### src/rtl/core/sdld_pkg.sv
// shared constants, types and tables for the distance display block
package sdld_pkg;

  localparam int NumDigits = 4;
  localparam int DigitIdxW = 2;

  localparam int CfgIdxW   = 3;
  localparam int CfgDataW  = 32;

  typedef enum logic [CfgIdxW-1:0] {
    CFG_RX_NUM   = 3'd0,
    CFG_SERIES_R = 3'd1,
    CFG_COEF_A   = 3'd2,
    CFG_COEF_B   = 3'd3,
    CFG_COEF_C   = 3'd4
  } cfg_idx_e;

  localparam logic [31:0] RxNumReset   = 32'd1551515;
  localparam logic [15:0] SeriesReset  = 16'd250;
  localparam logic [31:0] CoefAReset   = 32'd4003339;
  localparam logic [23:0] CoefBReset   = 24'hFF67E9;  // -38935
  localparam logic [31:0] CoefCReset   = 32'd7307264;

  localparam logic [23:0] RxMax   = 24'hFFFF00;
  localparam logic [29:0] DistMax = 30'd655359998;

  // seven-segment pattern, segments a..g in bits 0..6
  function automatic logic [6:0] seg_decode(input logic [3:0] digit);
    logic [6:0] seg;
    unique case (digit)
      4'd0: seg = 7'h3F;
      4'd1: seg = 7'h06;
      4'd2: seg = 7'h5B;
      4'd3: seg = 7'h4F;
      4'd4: seg = 7'h66;
      4'd5: seg = 7'h6D;
      4'd6: seg = 7'h7D;
      4'd7: seg = 7'h07;
      4'd8: seg = 7'h7F;
      4'd9: seg = 7'h6F;
      default: seg = 7'h00;
    endcase
    return seg;
  endfunction

endpackage

### src/rtl/core/sensor_distance_led_display.sv
// top level: sample to distance conversion and multiplexed digit display
// A tick request returns one digit's segment pattern and one-hot select in the
// output register in the next cycle; the output register frees the input side so
// a tick is taken every cycle while idle and not stalled, even while the last
// result is still being drained. A sample request produces no result and keeps
// the block busy (a zero sample skips the divider and the subtraction) through a
// 40-step bit-serial restoring divider, a subtract and clamp for the resistance,
// two shift-add multiplies for the quadratic, an add of the constant, the signed
// linear term and clamp, and a sequencer that emits one decimal digit per cycle
// (integer digits ones first by reciprocal multiply, then a switch-over step,
// fraction digits by times ten).
module sensor_distance_led_display (
  input  logic                          clk_i,
  input  logic                          rst_ni,
  input  logic                          valid_i,
  output logic                          stall_o,
  input  logic                          action_i,
  input  logic [11:0]                   adc_sample_i,
  output logic                          valid_o,
  input  logic                          stall_i,
  output logic [7:0]                    segments_lit_o,
  output logic [3:0]                    digit_select_o,
  input  logic                          cfg_we_i,
  input  logic [sdld_pkg::CfgIdxW-1:0]  cfg_idx_i,
  input  logic [sdld_pkg::CfgDataW-1:0] cfg_data_i
);
  import sdld_pkg::*;

  typedef enum logic [3:0] {
    ST_IDLE, ST_DIV, ST_RX, ST_MULA, ST_MULB, ST_SUM, ST_CLAMP,
    ST_INT, ST_FRAC
  } state_e;

  // configuration registers
  logic [31:0] rx_num_q, coef_a_q, coef_c_q;
  logic [15:0] series_q;
  logic [23:0] coef_b_q;

  always_ff @(posedge clk_i or negedge rst_ni) begin
    if (!rst_ni) begin
      rx_num_q <= RxNumReset;
      series_q <= SeriesReset;
      coef_a_q <= CoefAReset;
      coef_b_q <= CoefBReset;
      coef_c_q <= CoefCReset;
    end else if (cfg_we_i) begin
      unique case (cfg_idx_i)
        CFG_RX_NUM:   rx_num_q <= cfg_data_i;
        CFG_SERIES_R: series_q <= cfg_data_i[15:0];
        CFG_COEF_A:   coef_a_q <= cfg_data_i;
        CFG_COEF_B:   coef_b_q <= cfg_data_i[23:0];
        CFG_COEF_C:   coef_c_q <= cfg_data_i;
        default: ;
      endcase
    end
  end

  state_e          state_q;
  logic [5:0]      cnt_q;
  logic [39:0]     quo_q;     // dividend shifts out, quotient shifts in
  logic [12:0]     rem_q;
  logic [11:0]     den_q;
  logic [23:0]     rx_q;
  logic [63:0]     acc_q;     // shift-add accumulator
  logic [31:0]     mpl_q;     // multiplier bits, lsb first
  logic [63:0]     mcd_q;     // shifted multiplicand
  logic [63:0]     qarx_q;
  logic [13:0]     ip_q;
  logic [15:0]     frac_q;
  logic [3:0]      dig_q [NumDigits];
  logic [DigitIdxW-1:0] pos_q, point_q, scan_q;
  logic            out_valid_q;
  logic [7:0]      seg_q;
  logic [3:0]      sel_q;

  logic in_acc, out_free;
  assign out_free = !out_valid_q || !stall_i;
  assign stall_o  = (state_q != ST_IDLE) || !out_free;
  assign in_acc   = valid_i && !stall_o;

  // divider step
  logic [12:0] rem_sh;
  logic [13:0] rem_try;
  assign rem_sh  = {rem_q[11:0], quo_q[39]};
  assign rem_try = {1'b0, rem_sh} - {2'b0, den_q};

  // rx after subtraction and clamp
  logic [40:0] rx_diff;
  assign rx_diff = {1'b0, quo_q} - {17'b0, series_q, 8'b0};

  // signed linear term and total
  logic signed [48:0] lin;
  logic signed [65:0] total;
  assign lin   = $signed(coef_b_q) * $signed({1'b0, rx_q});
  assign total = $signed({2'b0, qarx_q}) + $signed({{17{lin[48]}}, lin});

  // distance clamped to the display range
  logic [29:0] dist_c;
  always_comb begin
    if (total[65])                       dist_c = '0;
    else if (total[65:8] > 58'(DistMax)) dist_c = DistMax;
    else                                 dist_c = total[37:8];
  end

  // times ten for the next fraction digit
  logic [19:0] frac10;
  assign frac10 = {1'b0, frac_q, 3'b0} + {3'b0, frac_q, 1'b0};

  // ones digit by reciprocal multiply, exact for ip below 10000
  logic [26:0] ip_mul;
  logic [10:0] ip_div10;
  logic [13:0] ip_tens;
  logic [13:0] ip_mod10;
  assign ip_mul   = ip_q * 13'd6554;
  assign ip_div10 = ip_mul[26:16];
  assign ip_tens  = {ip_div10, 3'b0} + {2'b0, ip_div10, 1'b0};
  assign ip_mod10 = ip_q - ip_tens;

  // sequencer and output register
  always_ff @(posedge clk_i or negedge rst_ni) begin
    if (!rst_ni) begin
      state_q     <= ST_IDLE;
      out_valid_q <= 1'b0;
      scan_q      <= '0;
      point_q     <= '0;
      pos_q       <= '0;
      cnt_q       <= '0;
      quo_q       <= '0;
      rem_q       <= '0;
      den_q       <= '0;
      rx_q        <= '0;
      acc_q       <= '0;
      mpl_q       <= '0;
      mcd_q       <= '0;
      qarx_q      <= '0;
      ip_q        <= '0;
      frac_q      <= '0;
      seg_q       <= '0;
      sel_q       <= '0;
      for (int k = 0; k < NumDigits; k++) dig_q[k] <= 4'd0;
    end else begin
      // result register: load on a tick, clear once drained
      if (in_acc && action_i) out_valid_q <= 1'b1;
      else if (!stall_i)      out_valid_q <= 1'b0;
      unique case (state_q)
        ST_IDLE: begin
          if (in_acc) begin
            if (action_i) begin
              seg_q <= {scan_q == point_q, seg_decode(dig_q[scan_q])};
              sel_q <= 4'(1) << scan_q;
              scan_q <= (scan_q == DigitIdxW'(NumDigits - 1)) ? '0 : scan_q + 1'b1;
            end else if (adc_sample_i == 12'd0) begin
              rx_q    <= RxMax;
              state_q <= ST_MULA;
              cnt_q   <= '0;
            end else begin
              quo_q   <= {rx_num_q, 8'b0};
              rem_q   <= '0;
              den_q   <= adc_sample_i;
              cnt_q   <= '0;
              state_q <= ST_DIV;
            end
            acc_q <= '0;
            mcd_q <= '0;
          end
        end
        ST_DIV: begin
          if (!rem_try[13]) begin
            rem_q <= rem_try[12:0];
            quo_q <= {quo_q[38:0], 1'b1};
          end else begin
            rem_q <= rem_sh;
            quo_q <= {quo_q[38:0], 1'b0};
          end
          cnt_q <= cnt_q + 1'b1;
          if (cnt_q == 6'd39) state_q <= ST_RX;
        end
        ST_RX: begin
          if (rx_diff[40])                 rx_q <= '0;
          else if (rx_diff[39:0] > 40'(RxMax)) rx_q <= RxMax;
          else                             rx_q <= rx_diff[23:0];
          state_q <= ST_MULA;
          cnt_q   <= '0;
        end
        ST_MULA: begin
          // coef_a * rx, shift-add over coef_a bits
          if (cnt_q == 6'd0) begin
            mpl_q <= coef_a_q;
            mcd_q <= {40'b0, rx_q};
            acc_q <= '0;
            cnt_q <= 6'd1;
          end else begin
            if (mpl_q[0]) acc_q <= acc_q + mcd_q;
            mpl_q <= mpl_q >> 1;
            mcd_q <= mcd_q << 1;
            if (cnt_q == 6'd32) begin
              state_q <= ST_MULB;
              cnt_q   <= '0;
            end else begin
              cnt_q <= cnt_q + 1'b1;
            end
          end
        end
        ST_MULB: begin
          // qa * rx
          if (cnt_q == 6'd0) begin
            mpl_q <= acc_q[55:24];
            mcd_q <= {40'b0, rx_q};
            acc_q <= '0;
            cnt_q <= 6'd1;
          end else begin
            if (mpl_q[0]) acc_q <= acc_q + mcd_q;
            mpl_q <= mpl_q >> 1;
            mcd_q <= mcd_q << 1;
            cnt_q <= cnt_q + 1'b1;
            if (cnt_q == 6'd32) state_q <= ST_SUM;
          end
        end
        ST_SUM: begin
          qarx_q  <= acc_q + {24'b0, coef_c_q, 8'b0};
          state_q <= ST_CLAMP;
        end
        ST_CLAMP: begin
          ip_q    <= dist_c[29:16];
          frac_q  <= dist_c[15:0];
          state_q <= ST_INT;
          pos_q   <= '0;
        end
        ST_INT: begin
          // one integer digit per cycle, ones first
          if (ip_q == 14'd0) begin
            state_q <= ST_FRAC;
          end else begin
            dig_q[pos_q] <= ip_mod10[3:0];
            point_q <= pos_q;
            ip_q    <= {3'b0, ip_div10};
            if (pos_q == DigitIdxW'(NumDigits - 1)) state_q <= ST_IDLE;
            else pos_q <= pos_q + 1'b1;
          end
        end
        ST_FRAC: begin
          dig_q[pos_q] <= frac10[19:16];
          frac_q <= frac10[15:0];
          if (pos_q == DigitIdxW'(NumDigits - 1)) state_q <= ST_IDLE;
          else pos_q <= pos_q + 1'b1;
        end
        default: state_q <= ST_IDLE;
      endcase
    end
  end

  assign valid_o        = out_valid_q;
  assign segments_lit_o = seg_q;
  assign digit_select_o = sel_q;

`ifndef SYNTH
  a_sel_onehot: assert property (@(posedge clk_i) disable iff (!rst_ni)
    valid_o |-> $onehot(digit_select_o)) else $error("digit select not one-hot");
  a_busy_stall: assert property (@(posedge clk_i) disable iff (!rst_ni)
    (state_q != ST_IDLE) |-> stall_o) else $error("request taken while busy");
  a_out_hold: assert property (@(posedge clk_i) disable iff (!rst_ni)
    (valid_o && stall_i) |=> valid_o && $stable(segments_lit_o))
    else $error("stalled result changed");
`endif

endmodule
### config.mk
export PLATFORM = sky130hd
export DESIGN_NAME = sensor_distance_led_display
export DESIGN_NICKNAME = d
export VERILOG_FILES = /design/src/rtl/core/sdld_pkg.sv /design/src/rtl/core/sensor_distance_led_display.sv
export SDC_FILE = /design/constraint.sdc
export NUM_CORES = 2
export LEC_CHECK = 0
export ABC_AREA = 1
export BUFFER_PORTS_ARGS = -buffer_cell sky130_fd_sc_hd__buf_4
export CAP_MARGIN = 10
export CORE_MARGIN = 5
export CORE_UTILIZATION = 50
export CTS_BUF_LIST = sky130_fd_sc_hd__clkbuf_2
export CTS_CLUSTER_DIAMETER = 120
export CTS_CLUSTER_SIZE = 10
export DETAILED_ROUTE_END_ITERATION = 10
export GPL_ROUTABILITY_DRIVEN = 0
export PLACE_DENSITY_LB_ADDON = 0.3
export SLEW_MARGIN = 20
export SYNTH_ARGS = -nofsm -noshare
export SYNTH_HDL_FRONTEND = slang
export SYNTH_SLANG_ARGS = --single-unit
export TNS_END_PERCENT = 1
### constraint.sdc
create_clock -name clk_i -period 9.5 [get_ports clk_i]
set_input_delay 1.425 -clock clk_i [delete_from_list [all_inputs] [get_ports clk_i]]
set_output_delay 1.425 -clock clk_i [all_outputs]
set_load 0.01 [all_outputs]
; ---- Yosys cells after proc, flatten, opt, wreduce, memory -nomap -nowiden
; Memories as Yosys holds them, arrays and structs flattened. A register that Yosys moved wholly into a read port is not among the register bits.
; Index checks and enable logic that the tools add are counted.
[op_classes]
add_sub_neg = 11
mul = 2
n_lt_le_gt_ge = 5
n_eq_ne = 29
shift = 1
muxes = 62
bitwise = 5
reduce_logical = 43
[ops]
columns = operator, count
row1 = two-way mux 64 bit, 4
row2 = one-hot mux 64 bit (2 select lines), 2
row3 = two-way mux 24 bit, 5
row4 = two-way mux 40 bit, 3
row5 = one-hot mux 40 bit (2 select lines), 1
row6 = adder 65 x 49 -> 66 bit, 1
row7 = adder 64 x 40 -> 64 bit, 1
row8 = adder 64 bit, 1
row9 = two-way mux 32 bit, 2
row10 = one-hot mux 16 bit (2 select lines), 2
row11 = one-hot mux 32 bit (2 select lines), 1
row12 = two-way mux 30 bit, 2
row13 = "greater-than comparator 58 x 30 -> 1 bit, second input constant", 1
row14 = multiplier 24 x 25 -> 49 bit, 1
row15 = two-way mux 12 bit, 4
row16 = two-way mux 4 bit, 12
row17 = one-hot mux 24 bit (2 select lines), 1
row18 = subtractor 40 x 24 -> 41 bit, 1
row19 = "greater-than comparator 40 x 24 -> 1 bit, second input constant", 1
row20 = one-hot mux 4 bit (9 select lines), 1
row21 = bitwise mux 16 bit, 2
row22 = two-way mux 6 bit, 5
row23 = one-hot mux 6 bit (5 select lines), 1
row24 = one-hot mux 14 bit (2 select lines), 1
row25 = other kinds (50), 102
[totals]
regBits = 523
mem_bits_ro = 112
inputBits = 53
word_cells = 186
n_memories = 1
[mem_list]
columns = name, words, word_bits, rd, rd_clocked_by_memory_dff, write_ports, line_no
row1 = (name not given), 16, 7, 1, 1, 0, sdld_pkg.sv:30  ; unique case (digit)

; ---- Depth between registers and ports, before layout
[depth]
ltp_word = 8
ltp_mapped = 42

; ---- Worst setup path before layout
; No wires, ideal clock.
[synth_path]
path_kind = register to register
startpoint = reg coef_b_q[5]
endpoint = reg frac_q[4]
t_arrival_ps = 6969
t_required_ps = 9382
setup_slack_ps = 2413
stages_incl_launch_ff = 35
path_buffers = 3
period_less_slack_ps = 7087
cell_sequence = dfstp_2 -> clkbuf_1 -> clkbuf_1 -> nand2_1 -> fa_1 -> inv_1 -> fa_1 -> inv_1 -> fa_1 -> fa_1 -> inv_1 -> fa_1 -> fa_1 -> inv_1 -> fa_1 -> inv_1 -> ha_1 -> nand2_1 -> inv_2 -> nand2_2 -> inv_2 -> a21oi_2 -> nand3_1 -> nand2_1 -> nand2_1 -> xnor2_1 -> nand2_1 -> nand2_1 -> nand2_1 -> nor2_2 -> nand3_2 -> nand2_4 -> buf_8 -> nand2_2 -> a21o_1
[synth_via]
elab_chain_len = 6
[synth_lines]
columns = item, line_no
row1 = "start, declared", sensor_distance_led_display.sv:37  ; logic [23:0] coef_b_q;
row2 = "start signal, assigned", sensor_distance_led_display.sv:44  ; coef_b_q <= CoefBReset;
row3 = "start signal, assigned", sensor_distance_led_display.sv:51  ; CFG_COEF_B: coef_b_q <= cfg_data_i[23:0];
row4 = multiplier 24 x 25 -> 49 bit *, sensor_distance_led_display.sv:94  ; assign lin = $signed(coef_b_q) * $signed({1'b0, rx_q});
row5 = adder 65 x 49 -> 66 bit *, sensor_distance_led_display.sv:95  ; assign total = $signed({2'b0, qarx_q}) + $signed({{17{lin[48]}}, lin});
row6 = greater-than comparator 58 x 30 -> 1 bit, sensor_distance_led_display.sv:101  ; else if (total[65:8] > 58'(DistMax)) dist_c = DistMax;
row7 = two-way mux 30 bit, sensor_distance_led_display.sv:101
row8 = two-way mux 30 bit *, sensor_distance_led_display.sv:100  ; if (total[65]) dist_c = '0;
row9 = one-hot mux 16 bit (2 select lines) *, sensor_distance_led_display.sv:145  ; unique case (state_q)
row10 = "end signal, assigned", sensor_distance_led_display.sv:225  ; frac_q <= dist_c[15:0];
row11 = "end signal, assigned", sensor_distance_led_display.sv:243  ; frac_q <= frac10[15:0];
row12 = "end, declared", sensor_distance_led_display.sv:69  ; logic [15:0] frac_q;
; Every way passes the cells marked *; elsewhere a longest branch is shown, timed or not.
; A chain may end at the register's enable or synchronous reset.

; ---- Final worst setup path
[layout_path]
startpoint = reg rx_q[12]
endpoint = reg ip_q[8]
[layout_via]
elab_chain_len = 6
[layout_lines]
columns = item, line_no
row1 = "start, declared", sensor_distance_led_display.sv:63  ; logic [23:0] rx_q;
row2 = "start signal, assigned", sensor_distance_led_display.sv:153  ; rx_q <= RxMax;
row3 = "start signal, assigned", sensor_distance_led_display.sv:180  ; else if (rx_diff[39:0] > 40'(RxMax)) rx_q <= RxMax;
row4 = "start signal, assigned", sensor_distance_led_display.sv:181  ; else rx_q <= rx_diff[23:0];
row5 = multiplier 24 x 25 -> 49 bit *, sensor_distance_led_display.sv:94
row6 = adder 65 x 49 -> 66 bit *, sensor_distance_led_display.sv:95
row7 = greater-than comparator 58 x 30 -> 1 bit, sensor_distance_led_display.sv:101
row8 = two-way mux 30 bit, sensor_distance_led_display.sv:101
row9 = two-way mux 30 bit *, sensor_distance_led_display.sv:100
row10 = one-hot mux 14 bit (2 select lines) *, sensor_distance_led_display.sv:145
row11 = "end signal, assigned", sensor_distance_led_display.sv:224  ; ip_q <= dist_c[29:16];
row12 = "end signal, assigned", sensor_distance_led_display.sv:236  ; ip_q <= {3'b0, ip_div10};
row13 = "end, declared", sensor_distance_led_display.sv:68  ; logic [13:0] ip_q;
; Marked as above.

==> impl_summary.md <==
Yosys
The proportion of synthesized chip area in sequential cells is 0.223. The cell taking the most area after synthesis is sky130_fd_sc_hd__dfrtp_1. The number of library cell types mapped by synthesis is 66. The most used standard cell by instance count after synthesis is sky130_fd_sc_hd__nand2_1.

The post-synthesis average cell area is 7.31 sq um. The cell area that synthesis handed to floorplanning was 59000 sq um. The number of instances in the synthesized netlist is 8075. The synthesized design contains 0 enable-type register cells. The synthesized design contains 523 register bits. The share of synthesized area in the top cell type comes to 0.199. The most frequently used flop master after synthesis is sky130_fd_sc_hd__dfrtp_1. By area the synthesized netlist is led by sky130_fd_sc_hd__dfrtp_1 20%, sky130_fd_sc_hd__fa_1 20%, sky130_fd_sc_hd__nand2_1 13%. Counting every net in the synthesized netlist gives 9210.

After synthesis, the most frequently instantiated cells are 2076 x sky130_fd_sc_hd__nand2_1, 1894 x sky130_fd_sc_hd__inv_1, 582 x sky130_fd_sc_hd__fa_1, 500 x sky130_fd_sc_hd__ha_1, 491 x sky130_fd_sc_hd__nor2_1. Yosys printed 0 warnings. The async set-reset flop share out of synthesis is 1.00.

Routing
The number of DRC markers after the initial detailed-route iteration is 4630. After detailed routing, the average wire length per cell comes to 18.6 um. Wires add up to 178000 um.

Dividing the detail-routed via count by the number of cells gives 5.44. For this run, design rule violations remaining after detail routing come to 0. The final antenna-violating net count is 0. The number of vias after detailed routing is 52.1k. The number of detailed-routing iterations run before antenna repair is 6.

Floorplan
The core area is 118000 sq um. The count of pins on the block boundary is 67. The vertical die dimension is 354 um. The number of core rows is 126. The die boundary width is 354 um. The overall die area is 125000 sq um. For this configuration, the core starts out at a cell density of 0.502.

STA
The count of final setup violators is 0. The number of pins exceeding their max-slew limit in the final report is 0. The clock skew is 144 ps.

The final critical-path share of the clock period is 0.886. The count of endpoints failing hold in the final timing report is 0. Setup repair after global routing left no endpoint under its margin. The top achievable clock speed is 119 MHz. The total negative slack for setup checks is 0 ps. The relative slew slack is 0.221. The slew at the pin closest to its max-slew limit is 1170 ps. The final critical-path required period is 8420 ps.

Worst setup path
The combined buffer and inverter count along the critical path is 8. The launch point of the worst path is rx_q[12]. The slowest stage of the critical path belongs to the cell sky130_fd_sc_hd__dfrtp_1. In this design, the critical path's most frequently occurring cell is sky130_fd_sc_hd__nand2_1. The critical setup path kind is reg2reg. STA classifies the critical path endpoint as a register. The family of cells with the greatest summed delay on the critical path is adder cells. STA puts the critical path data arrival time at 9620 ps. The worst register-to-register path begins at rx_q[12]. The data required time of the critical path is 10700 ps. The startpoint class of the critical path is a register.

The delay of the slowest cell on the worst path is 1020 ps. In this run the worst path has a maximum fanout of 26.

Hold path
In this run the worst hold path is classified as in2async.

Global route
The initial antenna violation count is 14. The via count of the first global-routing pass is 52.3k. The total track usage is 0.286. Entering global routing, the biggest net connects 190 pins. The sum of overflow across all layers after global routing is 0.

The wire length of the first global-routing pass is 286000 um.

CTS
The clock-pin transition on the worst setup and hold timing paths is 320 ps. After clock tree synthesis, the setup repair step added 0 buffers. Counting every sink on the clock net gives 523. At the later pin of the worst-skew pair, clock insertion delay measures 1430 ps.

The number of cells upsized or downsized after cts is 0. Clock tree synthesis inserted a total of 59 buffers. The TritonCTS clock tree is built. The master cell of the clock root buffer is sky130_fd_sc_hd__clkbuf_2. The total number of H-tree levels is 2. The number of buffers inserted for hold repair after clock tree synthesis is 0. The maximum root-to-sink buffer count is 3.

Placed design
The detailed placer's ending HPWL is 143000 um. The number of input and output port buffers inserted is 66.

Cells and area
The final layout contains 9128 nets. The layout overhead on the synthesized area is 4.15%. The share of final-layout standard cells stronger than drive strength 1 is 0.0491.

Outcome
The run finished with clean final reports.

Run
The total of max-cap violations is 0.
-- sequential cells by signal, summed over array words and instances (netlist names), 2 cells and up --
| signal | flops |
|---|---|
| acc_q | 64 |
| cnt_q | 6 |
| coef_a_q | 32 |
| coef_b_q | 24 |
| coef_c_q | 32 |
| den_q | 12 |
| dig_q | 16 |
| digit_select_o | 4 |
| frac_q | 16 |
| ip_q | 14 |
| mcd_q | 64 |
| mpl_q | 32 |
| point_q | 2 |
| pos_q | 2 |
| qarx_q | 64 |
| quo_q | 40 |
| rem_q | 12 |
| rx_num_q | 32 |
| rx_q | 24 |
| scan_q | 2 |
| segments_lit_o | 8 |
| series_q | 16 |
| state_q | 4 |
-- cell families after synthesis --
logic type,count (synthesis),share of synthesized area
XOR/XNOR,111,0.0166
AND/OR/NAND/NOR,2996,0.205
adder cells (fa/ha/maj),1082,0.304
flip-flops,523,0.223
buffers and inverters,2185,0.140
multiplexers,1,0.000191
AO/OA/AOI/OAI,1177,0.112
-- metal layers --
metal	routed length, um	global-route usage	vias up	part of all wire
li1	-	-	24476	-
met1	72700	0.376	24900	0.41
met2	79700	0.458	2150	0.45
met3	14400	0.0465	524	0.081
met4	11500	0.151	6	0.064
met5	44	0	-	0.00025
-- final cells by class --
class	instances	area, sq um
Antenna cell	4	10.0
Sequential cell	523	13200
Inverter	1916	7190
Multi-Input combinational cell	5367	37600
Clock buffer	87	435
Timing Repair Buffer	126	986
Fill cell	11477	56200
Clock inverter	7	101
Tap cell	1536	1920
-- metrics by stage --
step / instance area (sq um) / std cells / worst slack [ps] / hold slack (ps) / util
global placement: 60900 / 9467 / 1300 / 462 / 0.518
floorplan: 59000 / 8075 / 2410 / 448 / -
global route: 61400 / 9566 / 689 / 46.3 / 0.522
detailed placement: 60900 / 9467 / 1310 / 471 / 0.518
finish: 61400 / 9566 / 1080 / 96.3 / 0.522
CTS: 61400 / 9561 / 1240 / 3.01 / 0.522
-- final timing paths --
kind	to	depth (start not counted)	slack, ps
max reg2reg	ip_q[8]	33	1080
max in group asynchronous	coef_c_q[31]	3	7550
min in group clk_i	valid_o	3	270
max	ip_q[8]	33	1080
min	mcd_q[13]	1	100
min reg2reg	rx_num_q[15]	2	500
-- layout by cell type, fill, tap and decap left out, types with 51 or more instances in the layout --
master,n
sky130_fd_sc_hd__xor2_1,56
sky130_fd_sc_hd__nand3_1,212
sky130_fd_sc_hd__fa_1,582
sky130_fd_sc_hd__dfstp_2,55
sky130_fd_sc_hd__nand2_1,2073
sky130_fd_sc_hd__xnor2_1,54
sky130_fd_sc_hd__o21ai_0,480
sky130_fd_sc_hd__dfrtp_1,468
sky130_fd_sc_hd__nor3_1,51
sky130_fd_sc_hd__a21oi_1,365
sky130_fd_sc_hd__inv_1,1892
sky130_fd_sc_hd__o22ai_1,89
sky130_fd_sc_hd__o211ai_1,56
sky130_fd_sc_hd__clkbuf_2,87
sky130_fd_sc_hd__nor2_1,489
sky130_fd_sc_hd__buf_4,123
sky130_fd_sc_hd__ha_1,500
Power is not shown: default switching activity piles up to over one toggle a cycle in this logic, so the estimate is an artifact.
